<file path="src/rtl/ebse_pkg.sv">
package ebse_pkg;

  localparam int NUM_ENCODERS = 4;
  localparam int NUM_BUTTONS  = 7;
  localparam int NUM_LANES    = NUM_ENCODERS + NUM_BUTTONS;
  localparam int LANE_W       = $clog2(NUM_LANES);

  localparam int SCAN_W = 16;
  localparam int BIT_W  = $clog2(SCAN_W);
  localparam int SPD_W  = 4;
  localparam int CNT_W  = 8;
  localparam int KIND_W = 2;
  localparam int SRC_W  = 3;
  localparam int AMT_W  = 5;
  localparam int OUT_W  = 16;
  localparam int CFG_IDX_W = 2;
  localparam int CFG_DAT_W = 8;

  // Scan word bit positions (active low) of phase A / phase B and buttons
  localparam logic [BIT_W-1:0] ENC_A_BIT [4] = '{4'd11, 4'd0, 4'd1, 4'd2};
  localparam logic [BIT_W-1:0] ENC_B_BIT [4] = '{4'd13, 4'd12, 4'd7, 4'd6};
  localparam logic [BIT_W-1:0] BTN_BIT   [7] =
    '{4'd8, 4'd15, 4'd9, 4'd14, 4'd10, 4'd4, 4'd3};

  // Two-sample history {prev B, prev A, B, A}: a detent into both-low
  localparam logic [3:0] QUAD_UP_STEP = 4'b0111;
  localparam logic [3:0] QUAD_DN_STEP = 4'b1011;

  localparam logic [SPD_W-1:0] SPEED_RESET = 4'd1;
  localparam logic [CNT_W-1:0] HOLD_TOP    = 8'hFF;

  typedef enum logic [CFG_IDX_W-1:0] {
    REG_SPEED_STEP  = 2'd0,
    REG_SPEED_LIMIT = 2'd1,
    REG_LOCKOUT     = 2'd2,
    REG_LONG_PRESS  = 2'd3
  } cfg_reg_t;

  typedef enum logic [KIND_W-1:0] {
    EVT_TURN  = 2'd0,
    EVT_SHORT = 2'd1,
    EVT_LONG  = 2'd2
  } evt_kind_t;

  typedef enum logic [1:0] {
    DIR_NONE = 2'd0,
    DIR_UP   = 2'd1,
    DIR_DOWN = 2'd2
  } dir_t;

  typedef struct packed {
    logic [SPD_W-1:0] speed_step;
    logic [SPD_W-1:0] speed_limit;
    logic [CNT_W-1:0] lockout_scans;
    logic [CNT_W-1:0] long_press_scans;
  } cfg_t;

  typedef struct packed {
    logic                    hit;
    evt_kind_t               kind;
    logic signed [AMT_W-1:0] amount;
  } lane_evt_t;

endpackage

</file>
<file path="src/rtl/ebse_enc_lane.sv">
module ebse_enc_lane (
  input  logic               clk,
  input  logic               rst_n,
  input  logic               scan_en,
  input  logic               a_low,
  input  logic               b_low,
  input  logic               phase_zero,
  input  ebse_pkg::cfg_t     cfg,
  output ebse_pkg::lane_evt_t evt
);

  logic [1:0]                    hist_r, hist_nxt;
  logic [ebse_pkg::SPD_W-1:0]    sp_r, sp_nxt;
  ebse_pkg::dir_t                dir_r, dir_nxt;
  logic [ebse_pkg::CNT_W-1:0]    lock_r, lock_nxt;

  logic [3:0]                    h;
  logic                          up, dn;
  logic [ebse_pkg::SPD_W:0]      sp_wide;
  logic [ebse_pkg::AMT_W-1:0]    mag;

  always_comb begin
    h        = {hist_r, b_low, a_low};
    hist_nxt = {b_low, a_low};
    up = (h == ebse_pkg::QUAD_UP_STEP) && (dir_r != ebse_pkg::DIR_DOWN);
    dn = (h == ebse_pkg::QUAD_DN_STEP) && (dir_r != ebse_pkg::DIR_UP);
    dir_nxt  = dir_r;
    lock_nxt = lock_r;
    sp_wide  = {1'b0, sp_r};
    if (up || dn) begin
      sp_wide  = {1'b0, sp_r} + {1'b0, cfg.speed_step};
      dir_nxt  = up ? ebse_pkg::DIR_UP : ebse_pkg::DIR_DOWN;
      lock_nxt = cfg.lockout_scans;
    end else begin
      if (lock_r > 8'd1) begin
        lock_nxt = lock_r - 8'd1;
      end else if (lock_r == 8'd1) begin
        lock_nxt = '0;
        dir_nxt  = ebse_pkg::DIR_NONE;
      end
      if (sp_r > 4'd1 && phase_zero) begin
        sp_wide = {1'b0, sp_r} - 5'd1;
      end
    end
    // cap after every scan
    if (sp_wide > {1'b0, cfg.speed_limit}) begin
      sp_nxt = cfg.speed_limit;
    end else begin
      sp_nxt = sp_wide[ebse_pkg::SPD_W-1:0];
    end

    mag        = {1'b0, sp_r};
    evt.hit    = up || dn;
    evt.kind   = ebse_pkg::EVT_TURN;
    evt.amount = dn ? -$signed(mag) : $signed(mag);
  end

  always_ff @(posedge clk) begin
    if (!rst_n) begin
      hist_r <= '0;
      sp_r   <= ebse_pkg::SPEED_RESET;
      dir_r  <= ebse_pkg::DIR_NONE;
      lock_r <= '0;
    end else if (scan_en) begin
      hist_r <= hist_nxt;
      sp_r   <= sp_nxt;
      dir_r  <= dir_nxt;
      lock_r <= lock_nxt;
    end
  end

endmodule

</file>
<file path="src/rtl/ebse_btn_lane.sv">
module ebse_btn_lane (
  input  logic               clk,
  input  logic               rst_n,
  input  logic               scan_en,
  input  logic               down,
  input  ebse_pkg::cfg_t     cfg,
  output ebse_pkg::lane_evt_t evt
);

  logic                       was_r, was_nxt;
  logic                       seen_r, seen_nxt;
  logic [ebse_pkg::CNT_W-1:0] hold_r, hold_nxt;
  logic [ebse_pkg::CNT_W-1:0] h;

  always_comb begin
    was_nxt    = down;
    seen_nxt   = seen_r;
    hold_nxt   = hold_r;
    h          = hold_r;
    evt.hit    = 1'b0;
    evt.kind   = ebse_pkg::EVT_SHORT;
    evt.amount = '0;
    if (down && !was_r) begin
      hold_nxt = 8'd1;
      seen_nxt = 1'b0;
    end else if (down) begin
      // long press fires and restarts the hold count
      if (hold_r > cfg.long_press_scans) begin
        h        = 8'd1;
        seen_nxt = 1'b1;
        evt.hit  = 1'b1;
        evt.kind = ebse_pkg::EVT_LONG;
      end
      if (h != '0 && h != ebse_pkg::HOLD_TOP) begin
        hold_nxt = h + 8'd1;
      end else begin
        hold_nxt = h;
      end
    end else if (was_r) begin
      evt.hit  = !seen_r;
      hold_nxt = '0;
    end
  end

  always_ff @(posedge clk) begin
    if (!rst_n) begin
      was_r  <= 1'b0;
      seen_r <= 1'b0;
      hold_r <= '0;
    end else if (scan_en) begin
      was_r  <= was_nxt;
      seen_r <= seen_nxt;
      hold_r <= hold_nxt;
    end
  end

endmodule

</file>
<file path="src/rtl/ebse_merge.sv">
module ebse_merge (
  input  logic                         clk,
  input  logic                         rst_n,
  input  logic                         load,
  input  ebse_pkg::lane_evt_t          lane_evt [ebse_pkg::NUM_LANES],
  output logic                         idle,
  output logic                         out_valid,
  input  logic                         out_ready,
  output logic [ebse_pkg::KIND_W-1:0]  out_kind,
  output logic [ebse_pkg::SRC_W-1:0]   out_src,
  output logic [ebse_pkg::AMT_W-1:0]   out_amount,
  output logic                         out_last
);

  localparam int NL = ebse_pkg::NUM_LANES;
  localparam int LW = ebse_pkg::LANE_W;

  logic [NL-1:0]               pend_r, pend_nxt;
  ebse_pkg::lane_evt_t         evt_r [NL];
  logic                        vld_r, vld_nxt;
  logic [ebse_pkg::KIND_W-1:0] kind_r;
  logic [ebse_pkg::SRC_W-1:0]  src_r;
  logic [ebse_pkg::AMT_W-1:0]  amt_r;
  logic                        last_r;

  logic [LW-1:0] pick;
  logic [LW-1:0] bidx;
  logic [NL-1:0] pick_mask;
  logic [NL-1:0] hits;
  logic          move;

  always_comb begin
    pick = '0;
    for (int i = NL - 1; i >= 0; i--) begin
      if (pend_r[i]) pick = LW'(i);
    end
    for (int i = 0; i < NL; i++) begin
      hits[i] = lane_evt[i].hit;
    end
    pick_mask = NL'(1) << pick;
    bidx      = pick - LW'(ebse_pkg::NUM_ENCODERS);
    move      = (pend_r != '0) && (!vld_r || out_ready);
    pend_nxt  = pend_r;
    vld_nxt   = vld_r;
    if (load) begin
      pend_nxt = hits;
    end else if (move) begin
      pend_nxt = pend_r & ~pick_mask;
    end
    if (move) begin
      vld_nxt = 1'b1;
    end else if (out_ready) begin
      vld_nxt = 1'b0;
    end
  end

  always_ff @(posedge clk) begin
    if (!rst_n) begin
      pend_r <= '0;
      vld_r  <= 1'b0;
    end else begin
      pend_r <= pend_nxt;
      vld_r  <= vld_nxt;
    end
  end

  always_ff @(posedge clk) begin
    if (load) begin
      for (int i = 0; i < NL; i++) begin
        evt_r[i] <= lane_evt[i];
      end
    end
    if (move) begin
      kind_r <= evt_r[pick].kind;
      src_r  <= (pick < LW'(ebse_pkg::NUM_ENCODERS)) ?
                ebse_pkg::SRC_W'(pick) : ebse_pkg::SRC_W'(bidx);
      amt_r  <= evt_r[pick].amount;
      last_r <= (pend_r & ~pick_mask) == '0;
    end
  end

  assign idle       = (pend_r == '0);
  assign out_valid  = vld_r;
  assign out_kind   = kind_r;
  assign out_src    = src_r;
  assign out_amount = amt_r;
  assign out_last   = last_r;

  a_stall_holds_pend: assert property (@(posedge clk) disable iff (!rst_n)
    (pend_r != '0 && vld_r && !out_ready) |=> $stable(pend_r))
    else $error("pending events changed while output stalled");

  a_move_clears_one: assert property (@(posedge clk) disable iff (!rst_n)
    move |=> $countones(pend_r) == $countones($past(pend_r)) - 1)
    else $error("event handoff did not retire exactly one lane");

  a_last_empties: assert property (@(posedge clk) disable iff (!rst_n)
    (move && ((pend_r & ~pick_mask) == '0)) |=> (pend_r == '0 && last_r))
    else $error("last event sent with lanes still pending");

endmodule

</file>
<file path="src/rtl/encoder_button_scan_events.sv">
// Channel  Dir  Handshake             Payload (lowest bit first)
// in_      in   in_tvalid/in_tready   in_tdata: scan_bits[15:0]
// out_     out  out_tvalid/out_tready out_tdata: event_kind[1:0], source_index[4:2],
//                                     turn_amount[9:5], zero[15:10]; out_tlast: last_event
// cfg_     in   cfg_we                cfg_index, cfg_wdata
//
// A scan is taken when in_tvalid and in_tready are both high; all eleven lanes update
// their state at that edge. The merge stage then hands the scan's events, one event a
// cycle while out_tready does not stall it, to its output register, and the next scan
// is taken once the last event of the current one has entered that register.
// Reset (rst_n low, synchronous) restores all lane state and the registers' defaults.
// A stalled out_tready holds the output register and the pending events.
module encoder_button_scan_events (
  input  logic                               clk,
  input  logic                               rst_n,
  input  logic                               in_tvalid,
  output logic                               in_tready,
  input  logic [ebse_pkg::SCAN_W-1:0]        in_tdata,   // scan_bits[15:0]
  output logic                               out_tvalid,
  input  logic                               out_tready,
  output logic [ebse_pkg::OUT_W-1:0]         out_tdata,  // kind, source, amount, pad
  output logic                               out_tlast,
  input  logic                               cfg_we,
  input  logic [ebse_pkg::CFG_IDX_W-1:0]     cfg_index,
  input  logic [ebse_pkg::CFG_DAT_W-1:0]     cfg_wdata
);

  ebse_pkg::cfg_t      cfg_r;
  logic [1:0]          phase_r;
  logic                scan_en;
  logic                idle;
  ebse_pkg::lane_evt_t lane_evt [ebse_pkg::NUM_LANES];

  logic [ebse_pkg::KIND_W-1:0] o_kind;
  logic [ebse_pkg::SRC_W-1:0]  o_src;
  logic [ebse_pkg::AMT_W-1:0]  o_amt;

  // Accept a scan only when no events of the previous one remain pending
  assign in_tready = idle;
  assign scan_en   = in_tvalid && in_tready;

  // Configuration: write by index, drop unknown codes
  always_ff @(posedge clk) begin
    if (!rst_n) begin
      cfg_r.speed_step       <= 4'd3;
      cfg_r.speed_limit      <= 4'd10;
      cfg_r.lockout_scans    <= 8'd60;
      cfg_r.long_press_scans <= 8'd200;
    end else if (cfg_we) begin
      unique case (ebse_pkg::cfg_reg_t'(cfg_index))
        ebse_pkg::REG_SPEED_STEP:  cfg_r.speed_step       <= cfg_wdata[3:0];
        ebse_pkg::REG_SPEED_LIMIT: cfg_r.speed_limit      <= cfg_wdata[3:0];
        ebse_pkg::REG_LOCKOUT:     cfg_r.lockout_scans    <= cfg_wdata;
        ebse_pkg::REG_LONG_PRESS:  cfg_r.long_press_scans <= cfg_wdata;
        default: ;
      endcase
    end
  end

  // Scan phase: speed decays only on scans where it reads zero
  always_ff @(posedge clk) begin
    if (!rst_n) begin
      phase_r <= '0;
    end else if (scan_en) begin
      phase_r <= phase_r + 2'd1;
    end
  end

  // One lane per encoder: the input bits are active low, so low means asserted
  for (genvar k = 0; k < ebse_pkg::NUM_ENCODERS; k++) begin : g_enc
    ebse_enc_lane u_enc (
      .clk        (clk),
      .rst_n      (rst_n),
      .scan_en    (scan_en),
      .a_low      (!in_tdata[ebse_pkg::ENC_A_BIT[k]]),
      .b_low      (!in_tdata[ebse_pkg::ENC_B_BIT[k]]),
      .phase_zero (phase_r == 2'd0),
      .cfg        (cfg_r),
      .evt        (lane_evt[k])
    );
  end

  // One lane per button, placed after the encoders in event order
  for (genvar k = 0; k < ebse_pkg::NUM_BUTTONS; k++) begin : g_btn
    ebse_btn_lane u_btn (
      .clk     (clk),
      .rst_n   (rst_n),
      .scan_en (scan_en),
      .down    (!in_tdata[ebse_pkg::BTN_BIT[k]]),
      .cfg     (cfg_r),
      .evt     (lane_evt[ebse_pkg::NUM_ENCODERS + k])
    );
  end

  // Merge: capture lane hits, then advance them out lowest lane first
  ebse_merge u_merge (
    .clk        (clk),
    .rst_n      (rst_n),
    .load       (scan_en),
    .lane_evt   (lane_evt),
    .idle       (idle),
    .out_valid  (out_tvalid),
    .out_ready  (out_tready),
    .out_kind   (o_kind),
    .out_src    (o_src),
    .out_amount (o_amt),
    .out_last   (out_tlast)
  );

  assign out_tdata = {6'd0, o_amt, o_src, o_kind};

endmodule
</file>
<file path="config.mk">
export PLATFORM = sky130hd
export DESIGN_NAME = encoder_button_scan_events
export DESIGN_NICKNAME = d
export VERILOG_FILES = /design/src/rtl/ebse_pkg.sv /design/src/rtl/ebse_enc_lane.sv /design/src/rtl/ebse_btn_lane.sv /design/src/rtl/ebse_merge.sv /design/src/rtl/encoder_button_scan_events.sv
export SDC_FILE = /design/constraint.sdc
export NUM_CORES = 1
export LEC_CHECK = 0
export BUFFER_PORTS_ARGS = -buffer_cell sky130_fd_sc_hd__clkbuf_2
export CORE_MARGIN = 2
export CORE_UTILIZATION = 30
export CTS_BUF_LIST = sky130_fd_sc_hd__clkbuf_4 sky130_fd_sc_hd__clkbuf_8
export CTS_CLUSTER_SIZE = 8
export DETAILED_ROUTE_END_ITERATION = 16
export MAX_ROUTING_LAYER = met4
export PLACE_DENSITY_LB_ADDON = 0.2
export SYNTH_ARGS = -nofsm -noshare
export SYNTH_HDL_FRONTEND = slang
export SYNTH_SLANG_ARGS = --single-unit
</file>
<file path="constraint.sdc">
create_clock -name clk -period 7.02 [get_ports clk]
set_clock_uncertainty 0.05 [all_clocks]
set_input_delay 1.053 -clock clk [delete_from_list [all_inputs] [get_ports clk]]
set_output_delay 1.053 -clock clk [all_outputs]
set_load 0.01 [all_outputs]
</file>
==> results of run 1 <==
==> where the power goes <==
| group | internal, W | switching (W) | leakage [nW] | total [W] |
|---|---|---|---|---|
| clock | 0.000759 | 0.000601 | 0.473 | 0.00136 |
| sequential | 0.00150 | 0.000189 | 1.81 | 0.00169 |
| combinational | 0.000817 | 0.00132 | 3.99 | 0.00214 |
| total | 0.00308 | 0.00211 | 6.27 | 0.00518 |
==> synthesized netlist by cell type, types with 8 or more instances <==
library cell and number:
nor3b_1 8, xor2_1 14, mux2_2 9, o2111ai_1 12, or2_2 11, edfxtp_1 45
xnor2_1 13, inv_1 109, o31ai_1 21, a211oi_1 51, a21boi_0 10, nor4_1 10
a21o_1 15, buf_1 12, nor2_1 163, nand3_1 51, nor2b_1 33, a21oi_1 140
and3_1 15, ha_1 119, nor3_1 51, and2_1 21, buf_4 10, nand4_1 29
a32o_1 8, a31oi_1 13, o211ai_1 22, nand2_1 182, clkbuf_1 35, o21a_1 14
a22oi_1 18, buf_2 11, nand2b_1 21, dfxtp_1 172, mux2i_1 36, o21ai_0 108
==> metrics by stage <==
step | util | instance area (µm²) | instances
after floorplan | - | 14400 | 1761
after CTS | 0.338 | 16100 | 2433
after detailed placement | 0.319 | 15200 | 2358
final | 0.338 | 16100 | 2434
after global routing | 0.338 | 16100 | 2434
after global placement | 0.319 | 15200 | 2358
==> area by class of cell <==
type | count | area [µm²] | area share
flip-flops and latches | 217 | 4790 | 0.299
multi-input cells | 1362 | 8890 | 0.553
well taps | 615 | 769 | 0.0479
inverters | 110 | 417 | 0.0259
repair buffers | 54 | 300 | 0.0187
clock inverters | 16 | 153 | 0.00951
clock buffers | 59 | 737 | 0.0459
diodes | 1 | 2.50 | 0.000156
==> worst max-delay path: stages, from the launching register on <==
cell	delay, ns
dfxtp_1	0.31
inv_1	0.34
ha_1	0.33
nor2b_1	0.14
o211ai_1	0.21
a21oi_1	0.16
o21ai_0	0.60
and2_1	0.24
ha_1	0.23
and4_1	0.31
nand4_1	0.26
a211oi_1	0.29
a211oi_1	0.16
and3_1	0.25
a21o_1	0.15
==> registers in the layout, indices dropped and copies added (netlist names), 8 cells and up <==
register,flops
g_enc.u_enc.lock_r,32
g_enc.u_enc.dir_r,8
u_merge.evt_r,34
g_btn.u_btn.hold_r,56
g_enc.u_enc.hist_r,8
g_enc.u_enc.sp_r,16
u_merge.pend_r,11
cfg_r,24
==> metal layers <==
| layer | wire length [µm] | global-route usage | vias to the layer above |
|---|---|---|---|
| met3 | 1720 | 0.0283 | 78 |
| met4 | 1070 | 0.0567 | 0 |
| met5 | 0 | - | - |
| li1 | - | - | 6541 |
| met2 | 18500 | 0.266 | 250 |
| met1 | 20400 | 0.228 | 6161 |
==> cells by family (layout without fill, tap and decap cells) <==
logic type / Yosys count / count (layout) / share of synthesized area
other cells: 1 / 7 / 0.000260
flops: 217 / 217 / 0.333
buf+inv: 182 / 239 / 0.0530
xor+xnor: 27 / 27 / 0.0164
mux: 45 / 45 / 0.0320
fa+ha+maj: 123 / 123 / 0.109
compound gates: 534 / 534 / 0.247
simple gates: 627 / 627 / 0.210
==> worst max path at each step <==
stage	end	cells after the start	slack (ns)	from
2_1_floorplan	g_enc[3].u_enc.sp_r[1]	11	3.50	in_tdata[6]
3_3_place_gp	g_enc[2].u_enc.sp_r[1]	12	2.81	in_tdata[7]
3_5_place_dp	g_enc[2].u_enc.sp_r[1]	12	2.80	in_tdata[7]
4_1_cts	g_btn[1].u_btn.hold_r[1]	14	2.88	cfg_r[1]
5_1_grt	g_btn[1].u_btn.hold_r[1]	14	2.55	cfg_r[1]
6_report	g_btn[1].u_btn.hold_r[1]	14	2.88	cfg_r[1]
==> impl_metrics.toml, run 1 <==
[floorplanning]
start_util = 0.303
fp-row-count = 80
coreArea_um2 = 47500
die_x_um = 223
chipHeight_um = 223
pin_count = 50
die_area_um2 = 49800

[synth]
synth_top_flop_cell = "dfxtp_1"
syn_inst = 1756
synth_area_um2 = 14400
synth_edf_count = 45
seq_area_frac_synth = 0.333
avgSynthCellArea_um2 = 8.21
synth_top_area_frac = 0.239
ys_seq_elements = 217
ys_top_cells_by_area = "dfxtp_1, ha_1, edfxtp_1"
ys_types = 81
async_flop_share = 0
yosysWarnings = 0
yosysTopAreaCell = "dfxtp_1"

[sta]
setup_violations = 0
finalCriticalPeriod_ns = 4.14
rsz0062_at_grt = "no"
tns_ns = 0
drv_slew = 0
maxClockFrequency_ghz = 0.241
fin_hold_ws_ns = 0.407
period_share = 0.590
slew_headroom = 0.229
hold_viol = 0
setup_slack_ns = 2.88
tightest_slew_ns = 1.14

[clock_tree]
clock_latency_ns = 0.63
clock_path_buffers = 3
htreeDepth = 2
ctsHoldBuffers = 0
tritoncts.num_buffers = 43
root_buffer = "clkbuf_8"
path_clk_slew_ns = 0.06
cts_sinks = 217
postCtsSetupBuffers = 0
cts_tree = "built"
cts_resized = 0

[cells_and_area]
drive_above_1_share = 0.0974
syn_to_final_growth_pct = 11.4
final_cell_mix = "nand2_1, dfxtp_1, nor2_1, a21oi_1, ha_1"
layout_commonest_cell = "nand2_1"
fillers = 4908
layout.nets = 1942

[power]
power_leakage_nw = 6.27
ir_worst_vdd_mv = 0.142
power_per_cell_area_nw_per_um2 = 323
finalPower_w = 0.00518

[job]
maxCapViolations = 0

[global_routing]
gr-usage-all-layers = 0.172
grt_max_degree = 61
grt_pass1_vias = 12505
grt-ovfl-total = 0
antenna_found_initial = 2
grt_pass1_wl_um = 67100

[placed_design]
place_ws_ns = 2.80
hpwl_um = 29400
finalWeightedCongestion = 0.857
io_buffers = 42

[critical_path]
arrival_ns = 4.59
cp-start-kind = "flop"
rr_startpoint = "cfg_r[1]"
crit_fanout = 7
critPathCaptureType = "flop"
critPathRequiredTime_ns = 7.47
r2r_end = "g_btn[1].u_btn.hold_r[1]"
crit_type = "flop to flop"
r2r_slack_ns = 2.88
reg2reg_depth = 14

[detailed_routing]
drt_drc_violations_left = 0
wl_per_cell_um = 17.1
drt-pass1-iter-count = 5
final_antenna_net_count = 0
wl_um = 41700
viasPerCell = 5.35
vias = 13030
initialDrtViolationCount = 798

[min_path]
min_from = "phase_r[1]"
hold_depth = 2
min_delay_worst_endpoint = "phase_r[1]"
hold_path_class = "flop to flop"

[status]
outcome = "completed"
Note: power is estimated with default switching activity, not from simulation.
==> run 2, diff against run 1 <==
clock period = 3.9 ns   (was 7.02 ns; I/O delays follow)
==> run 2 against run 1 <==
  * Fmax grew 16%
  * Sequential share of layout area down 0.44 points
  * Routed wire length up 1.7%
  * Hold slack got worse by 0.28 ns
  * Via count is 1.4% higher
  * Count of clock-buffer cells in the layout unchanged
  * Sequential power is 79% higher
==> impl_metrics.toml, run 2 (synthesis gave the netlist of run 1 again) <==
[status]
outcome = "completed"

[detailed_routing]
drt_drc_violations_left = 0
vias = 13215
viasPerCell = 5.36
initialDrtViolationCount = 876
wl_per_cell_um = 17.2
wl_um = 42400
drt-pass1-iter-count = 5
final_antenna_net_count = 0

[cells_and_area]
largest_register_ffs = 56
syn_to_final_growth_pct = 13.0
layout.nets = 1971
layout_commonest_cell = "nand2_1"
max_flop_register = "g_btn.u_btn.hold_r"
final_cell_mix = "nand2_1, dfxtp_1, nor2_1, a21oi_1, ha_1"
drive_above_1_share = 0.113
stdcell_count = 2465
reg.largest.list = "g_btn.u_btn.hold_r: 56 flops, u_merge.evt_r: 34 flops, g_enc.u_enc.lock_r: 32 flops"
design_area_um2 = 16300

[min_path]
hold_path_class = "input port to flop"

[critical_path]
crit_fanout = 5
crit_type = "flop to flop"
cp-start-kind = "flop"
critPathCaptureType = "flop"
critPathRequiredTime_ns = 4.31
arrival_ns = 3.99

[placed_design]
hpwl_um = 30500
io_buffers = 42
dp.cells = 2389
dpl_cell_area_um2 = 15400
finalWeightedCongestion = 0.862

[clock_tree]
postCtsSetupBuffers = 0
htreeDepth = 2
path_clk_slew_ns = 0.06
cts_tree = "built"
root_buffer = "clkbuf_8"
cts_resized = 0
clock_latency_ns = 0.60
tritoncts.num_buffers = 41
cts_sinks = 217
ctsHoldBuffers = 0
clock_path_buffers = 3

[floorplanning]
die_area_um2 = 49800
chipHeight_um = 223
coreArea_um2 = 47500
pin_count = 50
die_x_um = 223
fp-row-count = 80
start_util = 0.303

[power]
power_leakage_nw = 6.41
ir_worst_vdd_mv = 0.257
power_per_cell_area_nw_per_um2 = 571

[sta]
slew_headroom = 0.155
hold_viol = 0
setup_violations = 0
drv_slew = 0
period_share = 0.918
tightest_slew_ns = 1.25
finalCriticalPeriod_ns = 3.58
fin_hold_ws_ns = 0.128
maxClockFrequency_ghz = 0.279

[job]
maxCapViolations = 0

[global_routing]
antenna_found_initial = 3
grt_pass1_vias = 12687
grt_max_degree = 52
gr-usage-all-layers = 0.176
grt-ovfl-total = 0
grt_pass1_wl_um = 68700
[run 2: layer usage]
metal	GRT usage	wire [µm]	vias up	share of wire
li1	-	-	6589	-
met4	0.0667	1280	0	0.030
met1	0.229	20100	6266	0.47
met2	0.274	18900	280	0.45
met5	-	0	-	0
met3	0.0304	2070	80	0.049
[run 2: power breakdown]
group,internal (W),switching (W)
clock network,0.00131,0.00104
logic,0.00152,0.00241
registers,0.00270,0.000326
total,0.00553,0.00378
[run 2: final cells by class]
cell class	count	area (µm²)
clock inverters	13	91.3
well taps	615	769
diodes	4	10.0
multi-input cells	1362	8920
inverters	110	417
repair buffers	85	546
flip-flops and latches	217	4790
fillers	4924	31200
clock buffers	59	756
[run 2: final timing paths]
check / cells after the start / slack [ns] / start / to
worst max-delay path: 15 / 0.32 / cfg_r[1] / g_btn[1].u_btn.hold_r[7]
worst min-delay path: 2 / 0.13 / in_tdata[12] / g_enc[1].u_enc.hist_r[1]
worst max register to register: 15 / 0.32 / cfg_r[1] / g_btn[1].u_btn.hold_r[7]
worst min register to register: 2 / 0.40 / phase_r[1] / phase_r[1]
[run 2: stage by stage]
step	power [W]	setup TNS, ns	utilization	worst slack (ns)
5_1_grt	0.0101	-0.0260	0.343	-0.0260
3_5_place_dp	0.00697	0	0.324	0.266
2_1_floorplan	0.00600	0	-	0.401
3_3_place_gp	0.00690	0	0.324	0.300
6_report	0.00931	0	0.343	0.319
4_1_cts	0.00941	0	0.342	0.240
[run 2: worst max-delay path: stages (launching register included)]
cell	delay, ns
dfxtp_1	0.33
inv_1	0.16
ha_1	0.34
nor2b_1	0.13
o211ai_1	0.11
a21oi_1	0.36
o21ai_0	0.20
and2_1	0.21
ha_1	0.24
and4_1	0.26
nand4_1	0.15
nand4_1	0.23
a2111oi_4	0.29
a311oi_1	0.14
o21ai_0	0.15
o21ai_0	0.09
==> run 3, diff against run 2 <==
CELL_PAD_IN_SITES_DETAIL_PLACEMENT = 2   (was unset)
CELL_PAD_IN_SITES_GLOBAL_PLACEMENT = 2   (was unset)
==> run 3 against run 2 <==
  * Worst setup slack worse by 0.21 ns
  * Routed wire length up 22%
  * Combinational power up 5.6%
  * Count of clock-buffer cells in the layout up 9
  * Global-route usage up 3.8 points
  * Fmax down 5.5%
  * Sequential share of layout area down 0.072 points
  * Clock power up 6%
  * Hold slack worse by 0.035 ns
  * Non-clock buffer count down 2
  * Cell area up 0.25%
  * Largest cell class unchanged
  * Largest power group unchanged
==> impl_metrics.toml, run 3 (synthesis gave the netlist of run 1 again) <==
[status]
outcome = "completed"

[global_routing]
gr-usage-all-layers = 0.214
top_usage_layer = "met2"
gr-usage-met1 = 0.273
grt_pass1_vias = 14697
met2_usage = 0.358
grt_pass1_wl_um = 82700
grtUsageMet3 = 0.0323
grt-ovfl-total = 0
grt_max_degree = 59
antenna_found_initial = 0

[cells_and_area]
fillers = 5398
reg.largest.list = "g_btn.u_btn.hold_r: 56 flops, u_merge.evt_r: 34 flops, g_enc.u_enc.lock_r: 32 flops"
max_flop_register = "g_btn.u_btn.hold_r"
antenna_cells = 0
syn_to_final_growth_pct = 13.3
drive_above_1_share = 0.117
design_area_um2 = 16300
layout_commonest_cell = "nand2_1"
layout.nets = 1973
largest_register_ffs = 56
final_cell_mix = "nand2_1, dfxtp_1, nor2_1, a21oi_1, ha_1"

[critical_path]
crit_type = "flop to flop"
arrival_ns = 4.27
r2r_end = "g_btn[1].u_btn.hold_r[1]"
crit_fanout = 6
r2r_slack_ns = 0.11
critPathCaptureType = "flop"
cp-start-kind = "flop"
rr_startpoint = "cfg_r[1]"
critPathRequiredTime_ns = 4.38
startpoint = "cfg_r[1]"
reg2reg_depth = 15

[clock_tree]
cts_sinks = 217
ctsHoldBuffers = 0
htreeDepth = 2
tritoncts.num_buffers = 45
clock_path_buffers = 3
path_clk_slew_ns = 0.06
root_buffer = "clkbuf_8"
clock_latency_ns = 0.63
cts_tree = "built"

[detailed_routing]
drt_drc_violations_left = 0
viasPerCell = 5.53
vias = 13643
drt-pass1-iter-count = 4
final_antenna_net_count = 0
initialDrtViolationCount = 642
wl_um = 51700
wl_per_cell_um = 20.9

[power]
pwr-share-seq = 0.313
ir_worst_vdd_mv = 0.358
power.switching_w = 0.00409
power_leakage_nw = 6.43
sw_frac_of_total = 0.422
cell_internal_pwr_w = 0.00560
combPwrFrac = 0.429
power_per_cell_area_nw_per_um2 = 593
clkPwrFrac = 0.258

[sta]
drv_slew = 0
fin_hold_ws_ns = 0.0931
rsz0062_at_grt = "yes"
slew_headroom = 0.432
period_share = 0.972
finalCriticalPeriod_ns = 3.79
maxClockFrequency_ghz = 0.264
hold_viol = 0
setup_violations = 0
tightest_slew_ns = 0.843

[floorplanning]
chipHeight_um = 223
coreArea_um2 = 47500
die_x_um = 223
fp-row-count = 80
pin_count = 50
die_area_um2 = 49800
start_util = 0.303

[placed_design]
dpl_cell_area_um2 = 15400
hpwl_um = 37400
io_buffers = 42
finalWeightedCongestion = 0.823

[job]
maxCapViolations = 0

[min_path]
min_from = "in_tdata[0]"
min_delay_worst_endpoint = "g_enc[1].u_enc.hist_r[0]"
hold_path_class = "input port to flop"
hold_depth = 2
==> run 3: changes by cell type in the layout (fill, tap and decap cells not counted), moves of 2 or more <==
cell,previous run,this run
a211oi_1,51,49
a211oi_2,0,2
buf_4,42,40
clkbuf_4,9,15
clkbuf_8,50,53
clkinv_1,3,7
clkinv_2,8,5
diode_2,4,0
==> run 3: through the flow <==
step | setup slack [ns] | instances | setup TNS [ns] | utilization | total power (W)
after floorplan | 0.401 | 1761 | 0 | - | 0.00600
after global placement | 0.269 | 2382 | 0 | 0.323 | 0.00704
after detailed placement | 0.0807 | 2382 | 0 | 0.323 | 0.00723
after CTS | 0.0954 | 2463 | 0 | 0.342 | 0.00984
after global routing | -0.186 | 2468 | -0.636 | 0.344 | 0.0105
final | 0.111 | 2468 | 0 | 0.344 | 0.00969
==> run 3: timing repair <==
item	CTS	global route
resized for setup	0	10
setup buffers	0	5
endpoints found under the setup margin	0	10
==> run 3: power by group through the flow <==
stage / Combinational (W) / Sequential (W) / Clock, W
final: 0.00415 / 0.00304 / 0.00250
after global routing: 0.00469 / 0.00309 / 0.00270
after CTS: 0.00419 / 0.00304 / 0.00261
after detailed placement: 0.00415 / 0.00308 / 0
after global placement: 0.00398 / 0.00306 / 0
after floorplan: 0.00303 / 0.00297 / 0
==> run 3: routing by layer <==
| metal | share of wire | vias to the layer above |
|---|---|---|
| met5 | 0 | - |
| met4 | 0.019 | 0 |
| met3 | 0.028 | 63 |
| met2 | 0.48 | 141 |
| met1 | 0.48 | 6849 |
| li1 | - | 6590 |
==> run 3: area by class of cell <==
class / instances / area, µm² / area share
multi-input combinational: 1362 / 8920 / 0.546
clock inverter: 13 / 58.8 / 0.00360
inverter: 110 / 422 / 0.0258
tap: 615 / 769 / 0.0471
clock buffer: 68 / 842 / 0.0515
timing repair buffer: 83 / 531 / 0.0325
sequential: 217 / 4790 / 0.293
==> run 3: critical path, stage by stage (launching register included) <==
cell        delay (ns)
dfxtp_1           0.37
clkinvlp_4        0.23
ha_1              0.36
nor2b_1           0.13
o211ai_1          0.30
a21oi_2           0.17
o21ai_1           0.24
and2_1            0.20
ha_1              0.22
and4_1            0.28
nand4_1           0.24
buf_4             0.24
a211oi_2          0.21
a211oi_2          0.11
and3_1            0.22
a21o_1            0.14
==> run 3: worst max path at each step <==
stage	end	slack [ns]
floorplan	g_btn[4].u_btn.hold_r[1]	0.40
global placement	g_btn[1].u_btn.hold_r[7]	0.27
detailed placement	g_btn[1].u_btn.hold_r[6]	0.08
CTS	g_btn[1].u_btn.hold_r[5]	0.1
global route	g_btn[1].u_btn.hold_r[7]	-0.19
finish	g_btn[1].u_btn.hold_r[1]	0.11
